**src/hdl/ic3_pkg.sv**
```systemverilog
// Shared types, codes and kernel coefficients for the 3x3 image convolution block.
package ic3_pkg;

    localparam int DefaultMaxWidth = 4096;
    localparam int MaxChannels     = 4;
    localparam int MaxHeight       = 4096;
    localparam int PosW            = 12;
    localparam int CfgW            = 13;

    localparam logic [CfgW-1:0] WidthReset   = 13'd640;
    localparam logic [CfgW-1:0] HeightReset  = 13'd480;
    localparam logic [2:0]      ChannelReset = 3'd3;

    typedef enum logic [1:0] {
        CFG_WIDTH    = 2'd0,
        CFG_HEIGHT   = 2'd1,
        CFG_CHANNELS = 2'd2,
        CFG_KERNEL   = 2'd3
    } cfg_index_t;

    typedef enum logic [2:0] {
        K_EDGE     = 3'd0,
        K_SHARPEN  = 3'd1,
        K_BOX      = 3'd2,
        K_GAUSS    = 3'd3,
        K_EMBOSS   = 3'd4,
        K_IDENTITY = 3'd5
    } kernel_t;

    // Position of one input pixel and the edge facts the sequencer needs.
    typedef struct packed {
        logic [PosW-1:0] col;
        logic [PosW-1:0] row;
        logic            first_c;
        logic            second_c;
        logic            last_c;
        logic            first_r;
        logic            second_r;
        logic            last_r;
    } ic3_pos_t;

    // Q4.12 coefficients, row-major within the window.
    function automatic logic signed [15:0] kernel_coef(input logic [2:0] k, input int i);
        logic signed [15:0] c;
        c = 16'sd0;
        unique case (k)
            K_EDGE: c = (i == 4) ? 16'sd16384 :
                        (i == 1 || i == 3 || i == 5 || i == 7) ? -16'sd4096 : 16'sd0;
            K_SHARPEN: c = (i == 4) ? 16'sd20480 :
                        (i == 1 || i == 3 || i == 5 || i == 7) ? -16'sd4096 : 16'sd0;
            K_BOX: c = 16'sd455;
            K_GAUSS: c = (i == 4) ? 16'sd1024 :
                        (i == 1 || i == 3 || i == 5 || i == 7) ? 16'sd512 : 16'sd256;
            K_EMBOSS: c = (i == 0) ? -16'sd8192 :
                        (i == 1 || i == 3) ? -16'sd4096 :
                        (i == 4 || i == 5 || i == 7) ? 16'sd4096 :
                        (i == 8) ? 16'sd8192 : 16'sd0;
            default: c = (i == 4) ? 16'sd4096 : 16'sd0;
        endcase
        return c;
    endfunction

endpackage

```
**src/hdl/ic3_merge.sv**
```systemverilog
// Merge of the lane sums: scaling, saturation and masking of idle channels.
module ic3_merge (
    input  logic signed [31:0] sums [4],
    input  logic [2:0]         channel_count,
    output logic [31:0]        pixel
);
    logic [2:0]         nch;
    logic signed [31:0] q;

    always_comb
    begin
        if (channel_count == 3'd0)
            nch = 3'd1;
        else if (channel_count > 3'(ic3_pkg::MaxChannels))
            nch = 3'(ic3_pkg::MaxChannels);
        else
            nch = channel_count;
        pixel = '0;
        q = '0;
        for (int ch = 0; ch < 4; ch++)
        begin
            q = sums[ch] >>> 12;
            if (3'(ch) >= nch || sums[ch] <= 0)
                pixel[8*ch +: 8] = 8'd0;
            else if (q > 255)
                pixel[8*ch +: 8] = 8'd255;
            else
                pixel[8*ch +: 8] = q[7:0];
        end
    end
endmodule

```
**config.mk**
```make
export PLATFORM = sky130hd
export DESIGN_NAME = ic3_merge
export DESIGN_NICKNAME = d
export VERILOG_FILES = /design/src/hdl/ic3_pkg.sv /design/src/hdl/ic3_merge.sv
export SDC_FILE = /design/constraint.sdc
export NUM_CORES = 1
export LEC_CHECK = 0
export ABC_AREA = 1
export BUFFER_PORTS_ARGS = -buffer_cell sky130_fd_sc_hd__clkbuf_2
export CAP_MARGIN = 30
export CORE_AREA = 2 2 63 65
export DETAILED_ROUTE_END_ITERATION = 16
export DIE_AREA = 0 0 65 67
export GPL_TIMING_DRIVEN = 0
export PLACE_DENSITY = 0.84
export SLEW_MARGIN = 25
export SYNTH_ARGS = -nofsm -noshare
export SYNTH_HDL_FRONTEND = slang
export SYNTH_SLANG_ARGS = --single-unit
```
**constraint.sdc**
```tcl
create_clock -name vclk -period 1.4
set_input_delay 0.07 -clock vclk [all_inputs]
set_output_delay 0.07 -clock vclk [all_outputs]
set_load 0.1 [all_outputs]
```
# --- Yosys cells after proc, flatten, opt, wreduce, memory -nomap -nowiden ---
# Index checks and enable logic that the tools add are counted.
totals:
  in_bits: 131
  ff_bits: 0
  elab_cells: 28
classes:
  muxes: 10
  n_lt_le_gt_ge: 13
  n_reduce_logical: 5
ops:
  columns: ["cell", "n"]
  rows:
  - ["$le A32 B1 Y1 const B", 4]
  - ["$gt A20 B9 Y1 const B", 4]
  - ["$mux W8", 8]
  - ["$ge A1 B3 Y1 const A", 2]
  - ["$ge A2 B3 Y1 const A", 2]
  - ["$mux W3", 2]
  - ["$logic_or A1 B1 Y1", 4]
  - ["$gt A3 B3 Y1 const B", 1]
  - ["$logic_not A3 Y1", 1]

# --- Longest topological paths before layout ---
depth:
  word_depth: 6
  depth_mapped: 6
  depth_no_buf: 6

# --- Worst setup path before layout ---
# Ideal clock, no wire load.
synth_timing:
  path_type: "input to output"
  startpoint: "input port sums[84] in the netlist's numbering"
  endpoint: "output port pixel[10]"
  stages: 6
  path_buffers: 0
  path_slack_ns: -0.384
  t_required_ns: 1.330
  t_arrival_ns: 1.714
  cell_sequence: "nor2_1 > nand2_1 > inv_1 > nand2_1 > a21oi_1 > nor2_1"
synth_between:
  elab_chain_len: 3
  elab_cells_between_ends: 5
synth_lines:
  columns: ["item", "line", "rtl"]
  rows:
  - ["start, declared", "ic3_merge.sv:3", "input logic signed [31:0] sums [4],"]
  - ["$le A32 B1 Y1 / $gt A20 B9 Y1 (equally long branches)", "ic3_merge.sv:23, ic3_merge.sv:25", null]
  - ["$logic_or A1 B1 Y1 / $mux W8 (equally long branches)", "ic3_merge.sv:23, ic3_merge.sv:25", null]
  - ["$mux W8 (*)", "ic3_merge.sv:23", "if (3'(ch) >= nch || sums[ch] <= 0)"]
  - ["end, declared", "ic3_merge.sv:5", "output logic [31:0] pixel"]
# Mark *: on every way between the ends. The rest lies on a longest branch, timed or not.

# --- Final worst setup path ---
layout_timing:
  startpoint: "input port sums[127] in the netlist's numbering"
  endpoint: "output port pixel[6]"
# Same word-level chain as after synthesis.

==> metrics.txt <==
# TYPE chip_impl_metric gauge
chip_impl_metric{name="synthesis.area_per_instance",unit="sq um"} 4.20
chip_impl_metric{name="cap_viol_max_count",unit=""} 0
chip_impl_metric{name="chipHeight",unit="um"} 67
chip_impl_metric{name="antenna_found_initial",unit=""} 0
chip_impl_metric{name="starting_density_of_the_core",unit="%"} 24.0
chip_impl_metric{name="dpl_cell_area",unit="sq um"} 1810
chip_impl_metric{name="leakage",unit="nW"} 1.09
chip_impl_info{name="worstHoldPathType",value="primary input to primary output"} 1
chip_impl_metric{name="clock_buffer_count",unit=""} 0
chip_impl_metric{name="relSlewSlack",unit="%"} 66.6
chip_impl_metric{name="pre_cts_ws",unit="ps"} -13.7
chip_impl_metric{name="io-pin-count",unit=""} 163
chip_impl_metric{name="synth.yosys.seq_area_share",unit="%"} 0
chip_impl_metric{name="initialDrtViolationCount",unit=""} 38
chip_impl_metric{name="maximum_operating_frequency",unit="GHz"} 0.774
chip_impl_metric{name="num_rows",unit=""} 22
chip_impl_metric{name="drt_pass1_iterations",unit=""} 4
chip_impl_metric{name="power.ir.vdd_worst",unit="mV"} 0.329
chip_impl_metric{name="timing.critical_path.required",unit="ps"} 1330
chip_impl_metric{name="final-hold-violation-count",unit=""} 0
chip_impl_metric{name="final-max-slew-violation-count",unit=""} 0
chip_impl_metric{name="globalplace.congestion",unit=""} 0.805
chip_impl_metric{name="postSynthNetCount",unit=""} 337
chip_impl_metric{name="timing.final.crit_share",unit="%"} 92.3
chip_impl_info{name="critPathLaunchType",value="primary input"} 1
chip_impl_metric{name="syn-instance-count",unit=""} 206
chip_impl_info{name="crit_type",value="primary input to primary output"} 1
chip_impl_info{name="status",value="finished clean"} 1
chip_impl_metric{name="fillers",unit=""} 383
chip_impl_metric{name="worstPathArrival",unit="ps"} 1220
chip_impl_metric{name="pin_count_of_the_biggest_net_entering_global_routing",unit=""} 10
chip_impl_metric{name="tightest_slew",unit="ps"} 504
chip_impl_metric{name="tns",unit="ps"} 0
chip_impl_metric{name="detail_route.drc_violations",unit=""} 0
chip_impl_metric{name="final_design_area_no_fill",unit="sq um"} 1900
chip_impl_metric{name="globalRouteOverflowTotal",unit=""} 0
chip_impl_info{name="post_synth_main_area_contributors",value="nor2_1 (50%), nand2_1 (20%), a21oi_1 (19%)"} 1
chip_impl_metric{name="synth.yosys.warnings",unit=""} 0
chip_impl_info{name="end_kind",value="primary output"} 1
chip_impl_metric{name="antenna-diode-count",unit=""} 0
chip_impl_metric{name="detail_route.wirelength",unit="um"} 3980
chip_impl_metric{name="ys_types",unit=""} 6
chip_impl_metric{name="routed_length_per_instance",unit="um"} 9.51
chip_impl_metric{name="worst_setup_slack_final",unit="ps"} 108
chip_impl_info{name="yosys.area.top_type",value="nor2_1"} 1
chip_impl_metric{name="flip_flop_and_latch_area",unit="sq um"} 0
chip_impl_metric{name="final_layout_size_suffix_gt1_share",unit="%"} 53.4
chip_impl_metric{name="drt-vias-per-instance",unit=""} 4.36
chip_impl_metric{name="flops_and_latches",unit=""} 0
chip_impl_metric{name="global_route_usage_sum",unit="%"} 16.5
chip_impl_metric{name="num-nets-final",unit=""} 504
chip_impl_metric{name="netlist.area_leader.share",unit="%"} 49.9
chip_impl_metric{name="place.port_buffers",unit=""} 163
chip_impl_metric{name="power_density",unit="nW/um^2"} 468
chip_impl_metric{name="critPathMaxFanout",unit=""} 8
chip_impl_metric{name="postRouteAntennaNets",unit=""} 0
chip_impl_metric{name="setup_viol_count_final",unit=""} 0
chip_impl_metric{name="first_global_vias",unit=""} 1555
chip_impl_metric{name="synth_area",unit="sq um"} 865
chip_impl_metric{name="area_delta_synth_final",unit="%"} 120
chip_impl_metric{name="period_minus_slack",unit="ps"} 1290
chip_impl_metric{name="core-area",unit="sq um"} 3610
chip_impl_metric{name="route.vias.total",unit=""} 1827
chip_impl_metric{name="dieArea",unit="sq um"} 4360
chip_impl_metric{name="grt_first_pass_wirelength",unit="um"} 5950
chip_impl_metric{name="die-width",unit="um"} 65
chip_impl_metric{name="hpwl",unit="um"} 3560
-- critical path, stage by stage --
cell and delay (ps):
clkbuf_2 90, nor2_1 90, nand2_1 50, nor2_1 130, nand2_1 110, o21ai_4 330
nor2_2 50, buf_2 300
-- per-stage QoR --
step           total power, mW  hold WS (ps)  utilization, %  cells
3_3_place_gp             0.847           747            50.1    417
5_1_grt                  0.949           651            52.7    419
3_5_place_dp             0.853           747            50.1    417
2_1_floorplan            0.591           485               -    206
6_report                 0.891           624            52.7    419
4_1_cts                  0.858           680            50.3    417
-- layout by cell type, fill, tap and decap left out --
cell type | synthesis | layout
clkbuf_4 | 0 | 3
nand2_2 | 0 | 2
nor2_2 | 0 | 26
buf_4 | 0 | 16
clkbuf_2 | 0 | 131
inv_1 | 8 | 8
a21oi_1 | 33 | 32
a21oi_2 | 0 | 1
nand2_1 | 45 | 43
clkinv_1 | 1 | 1
o21ai_4 | 4 | 4
buf_12 | 0 | 2
buf_2 | 0 | 13
nor2_1 | 115 | 89
-- cell usage after synthesis --
cell type  number
nand2_1        45
inv_1           8
o21ai_4         4
clkinv_1        1
nor2_1        115
a21oi_1        33
-- power breakdown --
part / leakage (nW) / switching [mW] / internal [mW]
sequential: 0 / 0 / 0
combinational: 1.09 / 0.624 / 0.267
clock: 0 / 0 / 0
-- kinds of logic (layout without fill, tap and decap cells) --
group	after synthesis	in the layout	share of synthesized area [%]
buf+inv	9	174	3.91
simple gates	160	160	69.5
compound gates	37	37	26.6
-- worst paths after layout --
kind	start	end	slack (ps)	depth (start not counted)
max	sums[127]	pixel[6]	110	8
min	sums[18]	pixel[30]	620	4
-- layer usage --
| layer | track usage (%) | up-vias | routed length, um |
|---|---|---|---|
| met5 | 0 | - | 0 |
| met4 | 1.33 | 0 | 34 |
| met1 | 18.7 | 766 | 1520 |
| met3 | 1.35 | 4 | 245 |
| li1 | - | 984 | - |
| met2 | 34.0 | 73 | 2180 |
-- final cells by class --
cell class / count / area [sq um] / share of cell area [%]
Inverter: 9 / 33.8 / 1.78
Tap cell: 48 / 60.1 / 3.16
Multi-Input combinational cell: 197 / 905 / 47.6
Timing Repair Buffer: 165 / 903 / 47.5
-- repair_timing --
item / in CTS / in global routing
gates cloned: 0 / 0
pin swaps: 0 / 3
resized for setup: 4 / 62
endpoints found under the setup margin: 4 / 32
setup buffers: 0 / 2
hold buffers: 0 / 0
No activity file was read; power rests on OpenSTA's default activity.
